===== src/hw/rtl/tvdg_pkg.sv =====
// Shared types and constants of the threshold vote decision gate.
package tvdg_pkg;

    // Decision limits and fixed field widths.
    localparam int MAX_REGIMES = 64;
    localparam int IDX_W       = 6;
    localparam int CNT_W       = 7;
    localparam int NET_W       = 8;
    localparam int SIDE_W      = 2;
    localparam int WIDTH_W     = 31;
    localparam int CENTER_W    = 32;
    localparam int CFG_IDX_W   = 3;
    localparam int CFG_DATA_W  = 32;

    // Reset value of both threshold widths: the 2 bps floor in Q7.24.
    localparam logic [WIDTH_W-1:0] WIDTH_RESET = 31'd3355;

    // Encodings of the reported side.
    localparam logic signed [SIDE_W-1:0] SIDE_FLAT  = 2'sb00;
    localparam logic signed [SIDE_W-1:0] SIDE_LONG  = 2'sb01;
    localparam logic signed [SIDE_W-1:0] SIDE_SHORT = 2'sb11;

    // Configuration register indexes.
    typedef enum logic [CFG_IDX_W-1:0] {
        REG_WIDTH_LONG   = 3'd0,
        REG_WIDTH_SHORT  = 3'd1,
        REG_CENTER_LONG  = 3'd2,
        REG_CENTER_SHORT = 3'd3,
        REG_REVERSE_SIDE = 3'd4
    } t_cfg_reg;

    // Source of the representative voter.
    typedef enum logic [1:0] {
        PICK_NONE,
        PICK_LONG,
        PICK_SHORT
    } t_pick;

    // Configuration register file contents.
    typedef struct packed {
        logic [WIDTH_W-1:0]         width_long;
        logic [WIDTH_W-1:0]         width_short;
        logic signed [CENTER_W-1:0] center_long;
        logic signed [CENTER_W-1:0] center_short;
        logic                       reverse_side;
    } t_cfg;

    // Classified item flags between the classifier and the accumulator.
    typedef struct packed {
        logic vld;
        logic last;
        logic is_short;
        logic vote;
    } t_vote_ctl;

    // Closed decision snapshot between the accumulator and the result stage.
    typedef struct packed {
        logic               vld;
        logic [CNT_W-1:0]   long_cnt;
        logic [CNT_W-1:0]   short_cnt;
        logic               long_found;
        logic               short_found;
        logic [IDX_W-1:0]   long_idx;
        logic [IDX_W-1:0]   short_idx;
    } t_snap_ctl;

endpackage


===== src/hw/rtl/tvdg_in_if.sv =====
// Input channel carrying one regime prediction per transaction.
interface tvdg_in_if #(
    parameter int PRED_WIDTH = 32
);
    logic                         valid;
    logic                         ready;
    logic                         leg;
    logic signed [PRED_WIDTH-1:0] prediction;
    logic                         pred_invalid;
    logic                         last_regime;

    modport source (
        output valid, leg, prediction, pred_invalid, last_regime,
        input  ready
    );
    modport sink (
        input  valid, leg, prediction, pred_invalid, last_regime,
        output ready
    );
endinterface


===== src/hw/rtl/tvdg_cfg_if.sv =====
// Configuration write channel: register index and write data.
interface tvdg_cfg_if;
    logic                             valid;
    logic                             ready;
    logic [tvdg_pkg::CFG_IDX_W-1:0]   index;
    logic [tvdg_pkg::CFG_DATA_W-1:0]  data;

    modport source (
        output valid, index, data,
        input  ready
    );
    modport sink (
        input  valid, index, data,
        output ready
    );
endinterface


===== src/hw/rtl/tvdg_out_if.sv =====
// Output channel carrying one decision result per transaction.
interface tvdg_out_if #(
    parameter int PRED_WIDTH = 32
);
    logic                                   valid;
    logic                                   ready;
    logic [tvdg_pkg::CNT_W-1:0]             long_votes;
    logic [tvdg_pkg::CNT_W-1:0]             short_votes;
    logic [tvdg_pkg::CNT_W-1:0]             total_votes;
    logic signed [tvdg_pkg::NET_W-1:0]      net_votes;
    logic signed [tvdg_pkg::SIDE_W-1:0]     side;
    logic                                   fired;
    logic                                   has_winner;
    logic [tvdg_pkg::IDX_W-1:0]             winner_index;
    logic signed [PRED_WIDTH-1:0]           winner_prediction;
    logic [tvdg_pkg::WIDTH_W-1:0]           winner_width;
    logic signed [tvdg_pkg::CENTER_W-1:0]   winner_center;

    modport source (
        output valid, long_votes, short_votes, total_votes, net_votes, side, fired,
               has_winner, winner_index, winner_prediction, winner_width, winner_center,
        input  ready
    );
    modport sink (
        input  valid, long_votes, short_votes, total_votes, net_votes, side, fired,
               has_winner, winner_index, winner_prediction, winner_width, winner_center,
        output ready
    );
endinterface


===== src/hw/rtl/tvdg_classify.sv =====
// Input register and threshold classification of each prediction.
module tvdg_classify #(
    parameter int PRED_WIDTH = 32
) (
    input  logic                         i_clk,
    input  logic                         i_rst_n,
    tvdg_in_if.sink                      i_in,
    input  tvdg_pkg::t_cfg               i_cfg,
    input  logic                         i_rdy,
    output tvdg_pkg::t_vote_ctl          o_ctl,
    output logic signed [PRED_WIDTH-1:0] o_pred,
    output logic [PRED_WIDTH-1:0]        o_abs
);
    // Compare width holds a center plus a width and any prediction.
    localparam int CMP_W = (PRED_WIDTH > 33) ? PRED_WIDTH : 33;

    logic                         r_a_vld;
    logic                         r_a_leg;
    logic signed [PRED_WIDTH-1:0] r_a_pred;
    logic                         r_a_invalid;
    logic                         r_a_last;

    tvdg_pkg::t_vote_ctl          r_b_ctl;
    tvdg_pkg::t_vote_ctl          n_b_ctl;
    logic signed [PRED_WIDTH-1:0] r_b_pred;
    logic [PRED_WIDTH-1:0]        r_b_abs;
    logic [PRED_WIDTH-1:0]        n_b_abs;

    logic                         w_b_free;
    logic                         w_a_free;
    logic signed [CMP_W-1:0]      w_pred_ext;
    logic signed [CMP_W-1:0]      w_long_lim;
    logic signed [CMP_W-1:0]      w_short_lim;
    logic                         w_above;
    logic                         w_below;

    // Stage B frees when empty or when the accumulator takes its item.
    assign w_b_free   = !r_b_ctl.vld || i_rdy;
    assign w_a_free   = !r_a_vld || w_b_free;
    assign i_in.ready = w_a_free;

    // Input register.
    always_ff @(posedge i_clk) begin
        if (!i_rst_n) begin
            r_a_vld <= 1'b0;
        end else if (w_a_free) begin
            r_a_vld <= i_in.valid;
        end
    end

    always_ff @(posedge i_clk) begin
        if (w_a_free && i_in.valid) begin
            r_a_leg     <= i_in.leg;
            r_a_pred    <= i_in.prediction;
            r_a_invalid <= i_in.pred_invalid;
            r_a_last    <= i_in.last_regime;
        end
    end

    // Exact threshold edges and strict comparisons.
    always_comb begin
        w_pred_ext  = CMP_W'(r_a_pred);
        w_long_lim  = CMP_W'(i_cfg.center_long) + $signed(CMP_W'(i_cfg.width_long));
        w_short_lim = CMP_W'(i_cfg.center_short) - $signed(CMP_W'(i_cfg.width_short));
        w_above     = w_pred_ext > w_long_lim;
        w_below     = w_pred_ext < w_short_lim;

        n_b_ctl.vld      = r_a_vld;
        n_b_ctl.last     = r_a_last;
        n_b_ctl.is_short = r_a_leg;
        n_b_ctl.vote     = !r_a_invalid && (r_a_leg ? w_below : w_above);

        // Magnitude; the most negative value maps to 2^(PRED_WIDTH-1).
        n_b_abs = r_a_pred[PRED_WIDTH-1] ? PRED_WIDTH'(-r_a_pred) : PRED_WIDTH'(r_a_pred);
    end

    // Classified item register.
    always_ff @(posedge i_clk) begin
        if (!i_rst_n) begin
            r_b_ctl <= '0;
        end else if (w_b_free) begin
            r_b_ctl <= n_b_ctl;
        end
    end

    always_ff @(posedge i_clk) begin
        if (w_b_free && r_a_vld) begin
            r_b_pred <= r_a_pred;
            r_b_abs  <= n_b_abs;
        end
    end

    assign o_ctl  = r_b_ctl;
    assign o_pred = r_b_pred;
    assign o_abs  = r_b_abs;

endmodule


===== src/hw/rtl/tvdg_accum.sv =====
// Per-leg vote counters and best-voter tracking over one decision.
module tvdg_accum #(
    parameter int PRED_WIDTH = 32
) (
    input  logic                         i_clk,
    input  logic                         i_rst_n,
    input  tvdg_pkg::t_vote_ctl          i_ctl,
    input  logic signed [PRED_WIDTH-1:0] i_pred,
    input  logic [PRED_WIDTH-1:0]        i_abs,
    output logic                         o_rdy,
    input  logic                         i_rdy,
    output tvdg_pkg::t_snap_ctl          o_snap,
    output logic [PRED_WIDTH-1:0]        o_long_abs,
    output logic signed [PRED_WIDTH-1:0] o_long_pred,
    output logic [PRED_WIDTH-1:0]        o_short_abs,
    output logic signed [PRED_WIDTH-1:0] o_short_pred
);
    localparam int CNT_W = tvdg_pkg::CNT_W;
    localparam int IDX_W = tvdg_pkg::IDX_W;

    // Decision state.
    logic [CNT_W-1:0]             r_item_cnt, n_item_cnt;
    logic [CNT_W-1:0]             r_long_cnt, n_long_cnt;
    logic [CNT_W-1:0]             r_short_cnt, n_short_cnt;
    logic                         r_long_found, n_long_found;
    logic                         r_short_found, n_short_found;
    logic [PRED_WIDTH-1:0]        r_long_abs, n_long_abs;
    logic [PRED_WIDTH-1:0]        r_short_abs, n_short_abs;
    logic [IDX_W-1:0]             r_long_idx, n_long_idx;
    logic [IDX_W-1:0]             r_short_idx, n_short_idx;
    logic signed [PRED_WIDTH-1:0] r_long_pred, n_long_pred;
    logic signed [PRED_WIDTH-1:0] r_short_pred, n_short_pred;

    // Snapshot of a closed decision.
    tvdg_pkg::t_snap_ctl          r_snap, n_snap;
    logic [PRED_WIDTH-1:0]        r_s_long_abs, r_s_short_abs;
    logic signed [PRED_WIDTH-1:0] r_s_long_pred, r_s_short_pred;

    logic                         w_snap_free;
    logic                         w_consume;
    logic                         w_counted;
    logic [IDX_W-1:0]             w_idx;
    logic                         w_long_vote;
    logic                         w_short_vote;
    logic                         w_long_upd;
    logic                         w_short_upd;

    // A last item waits until the snapshot register is free.
    assign w_snap_free = !r_snap.vld || i_rdy;
    assign o_rdy       = !i_ctl.last || w_snap_free;
    assign w_consume   = i_ctl.vld && o_rdy;

    // Next decision state with the incoming item folded in.
    always_comb begin
        w_counted    = r_item_cnt < CNT_W'(tvdg_pkg::MAX_REGIMES);
        w_idx        = r_item_cnt[IDX_W-1:0];
        w_long_vote  = w_counted && i_ctl.vote && !i_ctl.is_short;
        w_short_vote = w_counted && i_ctl.vote && i_ctl.is_short;

        n_item_cnt  = r_item_cnt + CNT_W'(w_counted);
        n_long_cnt  = r_long_cnt + CNT_W'(w_long_vote);
        n_short_cnt = r_short_cnt + CNT_W'(w_short_vote);

        // Strictly larger magnitude replaces, so the earlier voter keeps ties.
        w_long_upd  = w_long_vote && (!r_long_found || i_abs > r_long_abs);
        w_short_upd = w_short_vote && (!r_short_found || i_abs > r_short_abs);

        n_long_found  = r_long_found || w_long_vote;
        n_short_found = r_short_found || w_short_vote;
        n_long_abs    = w_long_upd ? i_abs : r_long_abs;
        n_long_idx    = w_long_upd ? w_idx : r_long_idx;
        n_long_pred   = w_long_upd ? i_pred : r_long_pred;
        n_short_abs   = w_short_upd ? i_abs : r_short_abs;
        n_short_idx   = w_short_upd ? w_idx : r_short_idx;
        n_short_pred  = w_short_upd ? i_pred : r_short_pred;

        n_snap.vld         = w_consume && i_ctl.last;
        n_snap.long_cnt    = n_long_cnt;
        n_snap.short_cnt   = n_short_cnt;
        n_snap.long_found  = n_long_found;
        n_snap.short_found = n_short_found;
        n_snap.long_idx    = n_long_idx;
        n_snap.short_idx   = n_short_idx;
    end

    // Counters and found flags; a last item clears them.
    always_ff @(posedge i_clk) begin
        if (!i_rst_n) begin
            r_item_cnt    <= '0;
            r_long_cnt    <= '0;
            r_short_cnt   <= '0;
            r_long_found  <= 1'b0;
            r_short_found <= 1'b0;
        end else if (w_consume) begin
            if (i_ctl.last) begin
                r_item_cnt    <= '0;
                r_long_cnt    <= '0;
                r_short_cnt   <= '0;
                r_long_found  <= 1'b0;
                r_short_found <= 1'b0;
            end else begin
                r_item_cnt    <= n_item_cnt;
                r_long_cnt    <= n_long_cnt;
                r_short_cnt   <= n_short_cnt;
                r_long_found  <= n_long_found;
                r_short_found <= n_short_found;
            end
        end
    end

    // Best-voter payload; only read while the matching found flag is set.
    always_ff @(posedge i_clk) begin
        if (w_consume) begin
            r_long_abs   <= n_long_abs;
            r_long_idx   <= n_long_idx;
            r_long_pred  <= n_long_pred;
            r_short_abs  <= n_short_abs;
            r_short_idx  <= n_short_idx;
            r_short_pred <= n_short_pred;
        end
    end

    // Snapshot register.
    always_ff @(posedge i_clk) begin
        if (!i_rst_n) begin
            r_snap <= '0;
        end else if (w_snap_free) begin
            r_snap <= n_snap;
        end
    end

    always_ff @(posedge i_clk) begin
        if (w_snap_free && n_snap.vld) begin
            r_s_long_abs   <= n_long_abs;
            r_s_long_pred  <= n_long_pred;
            r_s_short_abs  <= n_short_abs;
            r_s_short_pred <= n_short_pred;
        end
    end

    assign o_snap       = r_snap;
    assign o_long_abs   = r_s_long_abs;
    assign o_long_pred  = r_s_long_pred;
    assign o_short_abs  = r_s_short_abs;
    assign o_short_pred = r_s_short_pred;

endmodule


===== src/hw/rtl/tvdg_result.sv =====
// Side, net count and representative voter selection into the output register.
module tvdg_result #(
    parameter int PRED_WIDTH = 32
) (
    input  logic                         i_clk,
    input  logic                         i_rst_n,
    input  tvdg_pkg::t_cfg               i_cfg,
    input  tvdg_pkg::t_snap_ctl          i_snap,
    input  logic [PRED_WIDTH-1:0]        i_long_abs,
    input  logic signed [PRED_WIDTH-1:0] i_long_pred,
    input  logic [PRED_WIDTH-1:0]        i_short_abs,
    input  logic signed [PRED_WIDTH-1:0] i_short_pred,
    output logic                         o_rdy,
    tvdg_out_if.source                   o_out
);
    localparam int CNT_W    = tvdg_pkg::CNT_W;
    localparam int NET_W    = tvdg_pkg::NET_W;
    localparam int SIDE_W   = tvdg_pkg::SIDE_W;
    localparam int IDX_W    = tvdg_pkg::IDX_W;
    localparam int WIDTH_W  = tvdg_pkg::WIDTH_W;
    localparam int CENTER_W = tvdg_pkg::CENTER_W;

    logic                                r_vld;
    logic [CNT_W-1:0]                    r_long_votes, r_short_votes, r_total_votes;
    logic signed [NET_W-1:0]             r_net_votes, n_net_votes;
    logic signed [SIDE_W-1:0]            r_side, n_side;
    logic                                r_fired, r_has_winner;
    logic [IDX_W-1:0]                    r_win_idx, n_win_idx;
    logic signed [PRED_WIDTH-1:0]        r_win_pred, n_win_pred;
    logic [WIDTH_W-1:0]                  r_win_width, n_win_width;
    logic signed [CENTER_W-1:0]          r_win_center, n_win_center;
    tvdg_pkg::t_pick                     w_pick;
    logic                                w_load;

    assign o_rdy  = !r_vld || o_out.ready;
    assign w_load = o_rdy && i_snap.vld;

    // Net count, side and the leg of the representative voter.
    always_comb begin
        n_net_votes = $signed(NET_W'(i_snap.long_cnt)) - $signed(NET_W'(i_snap.short_cnt));

        if (n_net_votes > 0) begin
            n_side = i_cfg.reverse_side ? tvdg_pkg::SIDE_SHORT : tvdg_pkg::SIDE_LONG;
            w_pick = i_snap.long_found ? tvdg_pkg::PICK_LONG : tvdg_pkg::PICK_NONE;
        end else if (n_net_votes < 0) begin
            n_side = i_cfg.reverse_side ? tvdg_pkg::SIDE_LONG : tvdg_pkg::SIDE_SHORT;
            w_pick = i_snap.short_found ? tvdg_pkg::PICK_SHORT : tvdg_pkg::PICK_NONE;
        end else begin
            n_side = tvdg_pkg::SIDE_FLAT;
            // Balanced votes: larger magnitude, then lower index.
            if (i_snap.long_found && i_snap.short_found) begin
                if (i_long_abs > i_short_abs) begin
                    w_pick = tvdg_pkg::PICK_LONG;
                end else if (i_short_abs > i_long_abs) begin
                    w_pick = tvdg_pkg::PICK_SHORT;
                end else if (i_snap.long_idx < i_snap.short_idx) begin
                    w_pick = tvdg_pkg::PICK_LONG;
                end else begin
                    w_pick = tvdg_pkg::PICK_SHORT;
                end
            end else if (i_snap.long_found) begin
                w_pick = tvdg_pkg::PICK_LONG;
            end else if (i_snap.short_found) begin
                w_pick = tvdg_pkg::PICK_SHORT;
            end else begin
                w_pick = tvdg_pkg::PICK_NONE;
            end
        end

        // Winner fields read as zero when there is no voter.
        case (w_pick)
            tvdg_pkg::PICK_LONG: begin
                n_win_idx    = i_snap.long_idx;
                n_win_pred   = i_long_pred;
                n_win_width  = i_cfg.width_long;
                n_win_center = i_cfg.center_long;
            end
            tvdg_pkg::PICK_SHORT: begin
                n_win_idx    = i_snap.short_idx;
                n_win_pred   = i_short_pred;
                n_win_width  = i_cfg.width_short;
                n_win_center = i_cfg.center_short;
            end
            default: begin
                n_win_idx    = '0;
                n_win_pred   = '0;
                n_win_width  = '0;
                n_win_center = '0;
            end
        endcase
    end

    // Output register.
    always_ff @(posedge i_clk) begin
        if (!i_rst_n) begin
            r_vld <= 1'b0;
        end else if (o_rdy) begin
            r_vld <= i_snap.vld;
        end
    end

    always_ff @(posedge i_clk) begin
        if (w_load) begin
            r_long_votes  <= i_snap.long_cnt;
            r_short_votes <= i_snap.short_cnt;
            r_total_votes <= i_snap.long_cnt + i_snap.short_cnt;
            r_net_votes   <= n_net_votes;
            r_side        <= n_side;
            r_fired       <= (n_side != tvdg_pkg::SIDE_FLAT);
            r_has_winner  <= (w_pick != tvdg_pkg::PICK_NONE);
            r_win_idx     <= n_win_idx;
            r_win_pred    <= n_win_pred;
            r_win_width   <= n_win_width;
            r_win_center  <= n_win_center;
        end
    end

    assign o_out.valid             = r_vld;
    assign o_out.long_votes        = r_long_votes;
    assign o_out.short_votes       = r_short_votes;
    assign o_out.total_votes       = r_total_votes;
    assign o_out.net_votes         = r_net_votes;
    assign o_out.side              = r_side;
    assign o_out.fired             = r_fired;
    assign o_out.has_winner        = r_has_winner;
    assign o_out.winner_index      = r_win_idx;
    assign o_out.winner_prediction = r_win_pred;
    assign o_out.winner_width      = r_win_width;
    assign o_out.winner_center     = r_win_center;

endmodule


===== src/hw/rtl/threshold_vote_decision_gate_top.sv =====
// Top level of the threshold vote decision gate.
//
// Usage:
//  i_in carries one regime prediction per transaction, with its leg, an invalid
//  flag and a last-regime mark. A long-leg item votes when its prediction is
//  above center_long + width_long, a short-leg item when it is below
//  center_short - width_short. The last item of a decision closes it.
//  o_out carries one result transaction per decision: vote counts, net count,
//  side and the representative voter. Items without the last mark give none.
//  i_cfg writes the five configuration registers by index and is always ready;
//  the user writes it only while no decision is in flight; the block does not enforce it.
//  Throughput is one item per cycle through the classify, update and result
//  stages while nothing is stalled. The last item of a decision passes the input,
//  classified item and snapshot registers into the output register of o_out.
//  When o_out is stalled the result holds in the output register and the next
//  result waits in the snapshot register. Items keep flowing into the vote
//  state until a closing item reaches it; that item waits, one more item is
//  taken into the input register, and i_in then holds ready low.
//  Reset loads the default thresholds, clears the vote counters and found flags
//  and empties the pipeline; the block is ready as soon as reset is released.
module threshold_vote_decision_gate_top #(
    parameter int PRED_WIDTH = 32
) (
    input  logic        i_clk,
    input  logic        i_rst_n,
    tvdg_in_if.sink     i_in,
    tvdg_cfg_if.sink    i_cfg,
    tvdg_out_if.source  o_out
);
    tvdg_pkg::t_cfg               r_cfg;
    tvdg_pkg::t_vote_ctl          w_vote_ctl;
    logic signed [PRED_WIDTH-1:0] w_vote_pred;
    logic [PRED_WIDTH-1:0]        w_vote_abs;
    logic                         w_accum_rdy;
    tvdg_pkg::t_snap_ctl          w_snap;
    logic [PRED_WIDTH-1:0]        w_long_abs, w_short_abs;
    logic signed [PRED_WIDTH-1:0] w_long_pred, w_short_pred;
    logic                         w_result_rdy;

    // Configuration registers; writes to unused indexes are dropped.
    assign i_cfg.ready = 1'b1;

    always_ff @(posedge i_clk) begin
        if (!i_rst_n) begin
            r_cfg.width_long   <= tvdg_pkg::WIDTH_RESET;
            r_cfg.width_short  <= tvdg_pkg::WIDTH_RESET;
            r_cfg.center_long  <= '0;
            r_cfg.center_short <= '0;
            r_cfg.reverse_side <= 1'b0;
        end else if (i_cfg.valid) begin
            case (tvdg_pkg::t_cfg_reg'(i_cfg.index))
                tvdg_pkg::REG_WIDTH_LONG: begin
                    r_cfg.width_long <= i_cfg.data[tvdg_pkg::WIDTH_W-1:0];
                end
                tvdg_pkg::REG_WIDTH_SHORT: begin
                    r_cfg.width_short <= i_cfg.data[tvdg_pkg::WIDTH_W-1:0];
                end
                tvdg_pkg::REG_CENTER_LONG: begin
                    r_cfg.center_long <= $signed(i_cfg.data[tvdg_pkg::CENTER_W-1:0]);
                end
                tvdg_pkg::REG_CENTER_SHORT: begin
                    r_cfg.center_short <= $signed(i_cfg.data[tvdg_pkg::CENTER_W-1:0]);
                end
                tvdg_pkg::REG_REVERSE_SIDE: begin
                    r_cfg.reverse_side <= i_cfg.data[0];
                end
                default: begin
                end
            endcase
        end
    end

    // Input register and threshold compare.
    tvdg_classify #(
        .PRED_WIDTH (PRED_WIDTH)
    ) u_classify (
        .i_clk   (i_clk),
        .i_rst_n (i_rst_n),
        .i_in    (i_in),
        .i_cfg   (r_cfg),
        .i_rdy   (w_accum_rdy),
        .o_ctl   (w_vote_ctl),
        .o_pred  (w_vote_pred),
        .o_abs   (w_vote_abs)
    );

    // Vote counting and best-voter tracking.
    tvdg_accum #(
        .PRED_WIDTH (PRED_WIDTH)
    ) u_accum (
        .i_clk        (i_clk),
        .i_rst_n      (i_rst_n),
        .i_ctl        (w_vote_ctl),
        .i_pred       (w_vote_pred),
        .i_abs        (w_vote_abs),
        .o_rdy        (w_accum_rdy),
        .i_rdy        (w_result_rdy),
        .o_snap       (w_snap),
        .o_long_abs   (w_long_abs),
        .o_long_pred  (w_long_pred),
        .o_short_abs  (w_short_abs),
        .o_short_pred (w_short_pred)
    );

    // Decision result and output register.
    tvdg_result #(
        .PRED_WIDTH (PRED_WIDTH)
    ) u_result (
        .i_clk        (i_clk),
        .i_rst_n      (i_rst_n),
        .i_cfg        (r_cfg),
        .i_snap       (w_snap),
        .i_long_abs   (w_long_abs),
        .i_long_pred  (w_long_pred),
        .i_short_abs  (w_short_abs),
        .i_short_pred (w_short_pred),
        .o_rdy        (w_result_rdy),
        .o_out        (o_out)
    );

    // A closed decision never holds more votes than items it may count.
    a_snap_votes_bounded: assert property (@(posedge i_clk) disable iff (!i_rst_n)
        w_snap.vld |-> ({1'b0, w_snap.long_cnt} + {1'b0, w_snap.short_cnt}
                        <= (tvdg_pkg::CNT_W + 1)'(tvdg_pkg::MAX_REGIMES)))
        else $error("closed decision holds more votes than items");

    // A majority leg always has a best voter of its own.
    a_majority_has_winner: assert property (@(posedge i_clk) disable iff (!i_rst_n)
        o_out.valid && (o_out.net_votes != 0) |-> o_out.has_winner)
        else $error("nonzero net count without a representative voter");

    // Fired follows the side, and winner fields are zero without a voter.
    a_fired_matches_side: assert property (@(posedge i_clk) disable iff (!i_rst_n)
        o_out.valid |-> (o_out.fired == (o_out.side != tvdg_pkg::SIDE_FLAT)))
        else $error("fired flag disagrees with side");

    a_no_winner_zero: assert property (@(posedge i_clk) disable iff (!i_rst_n)
        o_out.valid && !o_out.has_winner |->
            (o_out.winner_index == '0) && (o_out.winner_prediction == '0)
            && (o_out.winner_width == '0) && (o_out.winner_center == '0))
        else $error("winner fields not cleared without a voter");

endmodule


===== src/flat_wrapper.sv =====
// flat-port wrapper written by rule: the top's interface ports become plain ports
module threshold_vote_decision_gate_top_flat 
#(
    parameter int PRED_WIDTH = 32
)
  (i_clk, i_rst_n, i_in_valid, i_in_leg, i_in_prediction, i_in_pred_invalid, i_in_last_regime, i_in_ready, i_cfg_valid, i_cfg_index, i_cfg_data, i_cfg_ready, o_out_valid, o_out_long_votes, o_out_short_votes, o_out_total_votes, o_out_net_votes, o_out_side, o_out_fired, o_out_has_winner, o_out_winner_index, o_out_winner_prediction, o_out_winner_width, o_out_winner_center, o_out_ready);
  tvdg_in_if #(.PRED_WIDTH(PRED_WIDTH)) i_in_i ();
  tvdg_cfg_if i_cfg_i ();
  tvdg_out_if #(.PRED_WIDTH(PRED_WIDTH)) o_out_i ();
  input  logic i_clk;
  input  logic i_rst_n;
  input wire logic [$bits(i_in_i.valid)-1:0] i_in_valid;
  input wire logic [$bits(i_in_i.leg)-1:0] i_in_leg;
  input wire logic [$bits(i_in_i.prediction)-1:0] i_in_prediction;
  input wire logic [$bits(i_in_i.pred_invalid)-1:0] i_in_pred_invalid;
  input wire logic [$bits(i_in_i.last_regime)-1:0] i_in_last_regime;
  output wire logic [$bits(i_in_i.ready)-1:0] i_in_ready;
  input wire logic [$bits(i_cfg_i.valid)-1:0] i_cfg_valid;
  input wire logic [$bits(i_cfg_i.index)-1:0] i_cfg_index;
  input wire logic [$bits(i_cfg_i.data)-1:0] i_cfg_data;
  output wire logic [$bits(i_cfg_i.ready)-1:0] i_cfg_ready;
  output wire logic [$bits(o_out_i.valid)-1:0] o_out_valid;
  output wire logic [$bits(o_out_i.long_votes)-1:0] o_out_long_votes;
  output wire logic [$bits(o_out_i.short_votes)-1:0] o_out_short_votes;
  output wire logic [$bits(o_out_i.total_votes)-1:0] o_out_total_votes;
  output wire logic [$bits(o_out_i.net_votes)-1:0] o_out_net_votes;
  output wire logic [$bits(o_out_i.side)-1:0] o_out_side;
  output wire logic [$bits(o_out_i.fired)-1:0] o_out_fired;
  output wire logic [$bits(o_out_i.has_winner)-1:0] o_out_has_winner;
  output wire logic [$bits(o_out_i.winner_index)-1:0] o_out_winner_index;
  output wire logic [$bits(o_out_i.winner_prediction)-1:0] o_out_winner_prediction;
  output wire logic [$bits(o_out_i.winner_width)-1:0] o_out_winner_width;
  output wire logic [$bits(o_out_i.winner_center)-1:0] o_out_winner_center;
  input wire logic [$bits(o_out_i.ready)-1:0] o_out_ready;
  assign i_in_i.valid = i_in_valid;
  assign i_in_i.leg = i_in_leg;
  assign i_in_i.prediction = i_in_prediction;
  assign i_in_i.pred_invalid = i_in_pred_invalid;
  assign i_in_i.last_regime = i_in_last_regime;
  assign i_in_ready = i_in_i.ready;
  assign i_cfg_i.valid = i_cfg_valid;
  assign i_cfg_i.index = i_cfg_index;
  assign i_cfg_i.data = i_cfg_data;
  assign i_cfg_ready = i_cfg_i.ready;
  assign o_out_valid = o_out_i.valid;
  assign o_out_long_votes = o_out_i.long_votes;
  assign o_out_short_votes = o_out_i.short_votes;
  assign o_out_total_votes = o_out_i.total_votes;
  assign o_out_net_votes = o_out_i.net_votes;
  assign o_out_side = o_out_i.side;
  assign o_out_fired = o_out_i.fired;
  assign o_out_has_winner = o_out_i.has_winner;
  assign o_out_winner_index = o_out_i.winner_index;
  assign o_out_winner_prediction = o_out_i.winner_prediction;
  assign o_out_winner_width = o_out_i.winner_width;
  assign o_out_winner_center = o_out_i.winner_center;
  assign o_out_i.ready = o_out_ready;
  threshold_vote_decision_gate_top #(.PRED_WIDTH(PRED_WIDTH)) u_core (.i_clk(i_clk), .i_rst_n(i_rst_n), .i_in(i_in_i), .i_cfg(i_cfg_i), .o_out(o_out_i));
endmodule

===== config.mk =====
export PLATFORM = sky130hd
export DESIGN_NAME = threshold_vote_decision_gate_top_flat
export DESIGN_NICKNAME = d
export VERILOG_FILES = /design/src/hw/rtl/tvdg_pkg.sv /design/src/hw/rtl/tvdg_in_if.sv /design/src/hw/rtl/tvdg_cfg_if.sv /design/src/hw/rtl/tvdg_out_if.sv /design/src/hw/rtl/tvdg_classify.sv /design/src/hw/rtl/tvdg_accum.sv /design/src/hw/rtl/tvdg_result.sv /design/src/hw/rtl/threshold_vote_decision_gate_top.sv /design/src/flat_wrapper.sv
export SDC_FILE = /design/constraint.sdc
export NUM_CORES = 1
export LEC_CHECK = 0
export ABC_AREA = 1
export BUFFER_PORTS_ARGS = -buffer_cell sky130_fd_sc_hd__buf_4
export CORE_MARGIN = 2
export CORE_UTILIZATION = 40
export DETAILED_ROUTE_END_ITERATION = 8
export GPL_TIMING_DRIVEN = 0
export PLACE_DENSITY = 0.65
export SETUP_SLACK_MARGIN = 0.5
export SYNTH_ARGS = -nofsm -noshare
export SYNTH_HDL_FRONTEND = slang
export SYNTH_SLANG_ARGS = --single-unit
export TNS_END_PERCENT = 20

===== constraint.sdc =====
create_clock -name i_clk -period 12.6 [get_ports i_clk]
set_input_delay 0 -clock i_clk [delete_from_list [all_inputs] [get_ports i_clk]]
set_output_delay 0 -clock i_clk [all_outputs]
set_load 0.02 [all_outputs]

==> results.md <==
* kind of capture point of the worst setup path: register
* max reg flops: 127
* via count: 26300
* vias in the first global route: 25300
* total design power: 5.32 mW
* CTS H-tree depth: 3
* status: complete, no violations
* global router's overall resource usage: 0.229
* number of enable-type register cells in the synthesized netlist: 499
* Antenna Nets Post-Route: 0
* count of unresolved DRC violations after routing: 0
* Worst EP arrival: 5.62 ns
* area leader, netlist: sky130_fd_sc_hd__edfxtp_1
* most frequently used flop master after synthesis: sky130_fd_sc_hd__edfxtp_1
* number of iterations in the first detailed-routing pass: 6
* Async S/R FF share, synth: 0
* port bufs: 210
* worst hold-check slack: 0.0415 ns
* largest reg by FF count: u_core.r_cfg
* Root Driver: sky130_fd_sc_hd__clkbuf_16
* max-slew violation total from the final report: 0
* Netlist Area Pre-Place: 34100 um2
* total length of routed wires: 101 mm
* yosys warns: 0
* TritonCTS buffer count: 75
* worst-skew pair later-pin latency: 0.64 ns
* final design utilization: 0.477
* Std-Cell Rows: 107
* Resized Gates After CTS: 0
* starting DRC count in detailed routing: 2027
* antenna violations before repair: 3
* total power density per cell area: 132 nW/um2
* post-synthesis register bit count: 684
* vertical die dimension: 296 um
* Layout Cell Area excl Fill: 40400 um2
* horizontal die dimension: 296 um
* final setup skew: 0.0361 ns
* cell total after placement: 4924
* Total Die Area: 87500 um2
* max-cap violation count: 0
* area fraction of the dominant cell type after synthesis: 0.440
* pin count of the biggest net entering global routing: 82
* portion of the clock cycle consumed by the worst path in the final layout: 0.421
* maximum resistive drop on vdd: 0.000108 V
* floorplan core area: 84700 um2
* cell leakage power: 16.8 nW
* Setup TNS: 0 ns
* max frequency: 188 MHz
* initial cell density of the core: 0.402
* synth unique cells: 52
* post-DP HPWL: 75.3 mm
* number of clock sinks seen by CTS: 684
* post-synthesis cell count: 3561
* setup ws final: 7.29 ns
* CTS tree: done
* Worst setup SP type: register
* Max-Slew Margin vs Limit: 0.0886
* Hold Vio Cnt, Final: 0
* Synth area leaders: sky130_fd_sc_hd__edfxtp_1 44%, sky130_fd_sc_hd__dfxtp_1 11%, sky130_fd_sc_hd__ha_1 9.2%
* clock-pin slew reported for the worst setup and hold paths after clock tree synthesis: 0.07 ns
* mean area per synthesized cell: 9.56 um2
* sequential area share after synthesis: 0.549
* ratio of cells with drive above 1 in the final layout: 0.110
* gp weighted congestion: 0.962
* final critical path time including I/O delays and setup: 5.31 ns
* buffer levels on the longest clock path: 3
* transition time at the pin with the least slew margin: 1.37 ns
* startpoint-to-endpoint class of the critical path: reg2reg
* post-detailed-route via-to-cell ratio: 5.11
* peak fanout along the critical path: 10
* total global routing overflow: 0
* area added between synthesis and finish: 18.7%
* Required @ worst endpoint: 12.91 ns
* worst setup timing slack at the placement stage: 7.41 ns
* first-pass GRT wire length: 151 mm
* Post-Layout Cell Count: 5138
* RSZ-0062 raised after global routing: no
* Post-layout nets: 4261
* final routed wire length divided by cell count: 19.6 um
* Cell Area, Placed: 37300 um2
* classification of the worst-slack hold path: in2reg
* number of endpoints failing setup at the final stage: 0
* post-synth net total: 3891
* count of pins on the block boundary: 212
area by class of cell:
cell class,count,area (um2)
fill,7872,44300
clock buffer,97,2000
tap,1144,1430
multi-input combinational,2341,13200
antenna,2,5.00
sequential,684,18700
clock inverter,41,372
timing repair buffer,293,2510
inverter,417,1580
buffer,119,603
cell usage after synthesis, types with 17 or more instances:
master and number:
sky130_fd_sc_hd__o21ai_0 232, sky130_fd_sc_hd__o21ai_1 59, sky130_fd_sc_hd__nor3_1 29, sky130_fd_sc_hd__ha_1 251, sky130_fd_sc_hd__xnor2_1 43, sky130_fd_sc_hd__o21ai_2 33, sky130_fd_sc_hd__a21oi_1 351, sky130_fd_sc_hd__dfxtp_1 185
sky130_fd_sc_hd__nor2_1 285, sky130_fd_sc_hd__inv_1 416, sky130_fd_sc_hd__xor2_1 60, sky130_fd_sc_hd__buf_6 17, sky130_fd_sc_hd__clkbuf_1 89, sky130_fd_sc_hd__nand4_1 22, sky130_fd_sc_hd__nand2_2 19, sky130_fd_sc_hd__nand2_1 756
sky130_fd_sc_hd__nand3_1 93, sky130_fd_sc_hd__edfxtp_1 499
logic make-up (layout without fill, tap and decap cells):
| logic type | count (synthesis) | count (layout) | share of synthesized area |
|---|---|---|---|
| and+or+nand+nor | 1246 | 1246 | 0.150 |
| AOI/OAI and AO/OA | 736 | 736 | 0.116 |
| DFF | 684 | 684 | 0.549 |
| buffers and inverters | 536 | 967 | 0.0637 |
| adders and majority gates | 255 | 255 | 0.0946 |
| xor gates and xnor gates | 103 | 103 | 0.0265 |
| other | 1 | 3 | 0.000110 |
critical path: stages (launching register included):
cell and delay [ns]:
sky130_fd_sc_hd__edfxtp_1 0.37, sky130_fd_sc_hd__ha_1 0.31, sky130_fd_sc_hd__nand2_1 0.07, sky130_fd_sc_hd__nor2_1 0.19
sky130_fd_sc_hd__nand4_1 0.20, sky130_fd_sc_hd__nor2_1 0.19, sky130_fd_sc_hd__nand4_1 0.23, sky130_fd_sc_hd__o21ai_0 0.56
sky130_fd_sc_hd__nand2_1 0.12, sky130_fd_sc_hd__nand3_1 0.13, sky130_fd_sc_hd__ha_1 0.20, sky130_fd_sc_hd__clkbuf_1 0.97
sky130_fd_sc_hd__clkbuf_1 0.68, sky130_fd_sc_hd__nand2_1 0.12, sky130_fd_sc_hd__a21oi_1 0.64
per-layer routing:
| layer | up-vias | global-route usage | wire, um |
|---|---|---|---|
| met4 | 2 | 0.110 | 4760 |
| met2 | 838 | 0.384 | 48200 |
| li1 | 12800 | - | - |
| met3 | 212 | 0.0295 | 6030 |
| met1 | 12400 | 0.293 | 41800 |
| met5 | - | 0 | 7 |
worst paths after layout:
check / startpoint / end / slack (ns) / cells past startpoint
worst min register to register: u_core.u_accum.o_snap[20]$_SDFFE_PN0P_ / u_core.u_result.o_out.short_votes[6]$_DFFE_PP_ / 0.43 / 0
worst max-delay path: u_core.u_accum.o_short_abs[27]$_DFFE_PP_ / u_core.u_result.o_out.winner_center[24]$_DFFE_PP_ / 7.29 / 14
worst min-delay path: i_rst_n / u_core.r_cfg[88]$_SDFFE_PN0P_ / 0.04 / 4
worst max register to register: u_core.u_accum.o_short_abs[27]$_DFFE_PP_ / u_core.u_result.o_out.winner_center[24]$_DFFE_PP_ / 7.29 / 14
placed cells by master (no fill, tap or decap), types with 5 or more instances in the layout:
| cell | netlist | final |
|---|---|---|
| sky130_fd_sc_hd__a21o_1 | 13 | 13 |
| sky130_fd_sc_hd__a21oi_1 | 351 | 350 |
| sky130_fd_sc_hd__a31oi_1 | 7 | 7 |
| sky130_fd_sc_hd__buf_12 | 0 | 7 |
| sky130_fd_sc_hd__buf_2 | 5 | 5 |
| sky130_fd_sc_hd__buf_4 | 6 | 216 |
| sky130_fd_sc_hd__buf_6 | 17 | 17 |
| sky130_fd_sc_hd__clkbuf_1 | 89 | 108 |
| sky130_fd_sc_hd__clkbuf_16 | 0 | 76 |
| sky130_fd_sc_hd__clkinv_1 | 0 | 5 |
| sky130_fd_sc_hd__clkinv_2 | 0 | 19 |
| sky130_fd_sc_hd__dfxtp_1 | 185 | 185 |
| sky130_fd_sc_hd__dlygate4sd3_1 | 0 | 74 |
| sky130_fd_sc_hd__edfxtp_1 | 499 | 499 |
| sky130_fd_sc_hd__ha_1 | 251 | 251 |
| sky130_fd_sc_hd__inv_1 | 416 | 415 |
| sky130_fd_sc_hd__inv_6 | 0 | 5 |
| sky130_fd_sc_hd__nand2_1 | 756 | 756 |
| sky130_fd_sc_hd__nand2_2 | 19 | 19 |
| sky130_fd_sc_hd__nand3_1 | 93 | 93 |
| sky130_fd_sc_hd__nand3b_1 | 8 | 8 |
| sky130_fd_sc_hd__nand4_1 | 22 | 22 |
| sky130_fd_sc_hd__nor2_1 | 285 | 283 |
| sky130_fd_sc_hd__nor2_2 | 6 | 6 |
| sky130_fd_sc_hd__nor3_1 | 29 | 29 |
| sky130_fd_sc_hd__nor4_1 | 6 | 6 |
| sky130_fd_sc_hd__o211ai_1 | 12 | 12 |
| sky130_fd_sc_hd__o21a_1 | 6 | 6 |
| sky130_fd_sc_hd__o21ai_0 | 232 | 232 |
| sky130_fd_sc_hd__o21ai_1 | 59 | 59 |
| sky130_fd_sc_hd__o21ai_2 | 33 | 33 |
| sky130_fd_sc_hd__o21bai_1 | 8 | 8 |
| sky130_fd_sc_hd__xnor2_1 | 43 | 43 |
| sky130_fd_sc_hd__xor2_1 | 60 | 60 |
power by group:
part	switching, mW	total, mW	internal, mW
Combinational	0.393	0.610	0.217
Sequential	0.0701	2.57	2.50
Clock	0.940	2.14	1.20
what timing repair did:
item,CTS,global route
hold buffers,74,0
endpoints found under the hold margin,177,0
setup buffers,0,0
No activity file was read; power rests on OpenSTA's default activity.
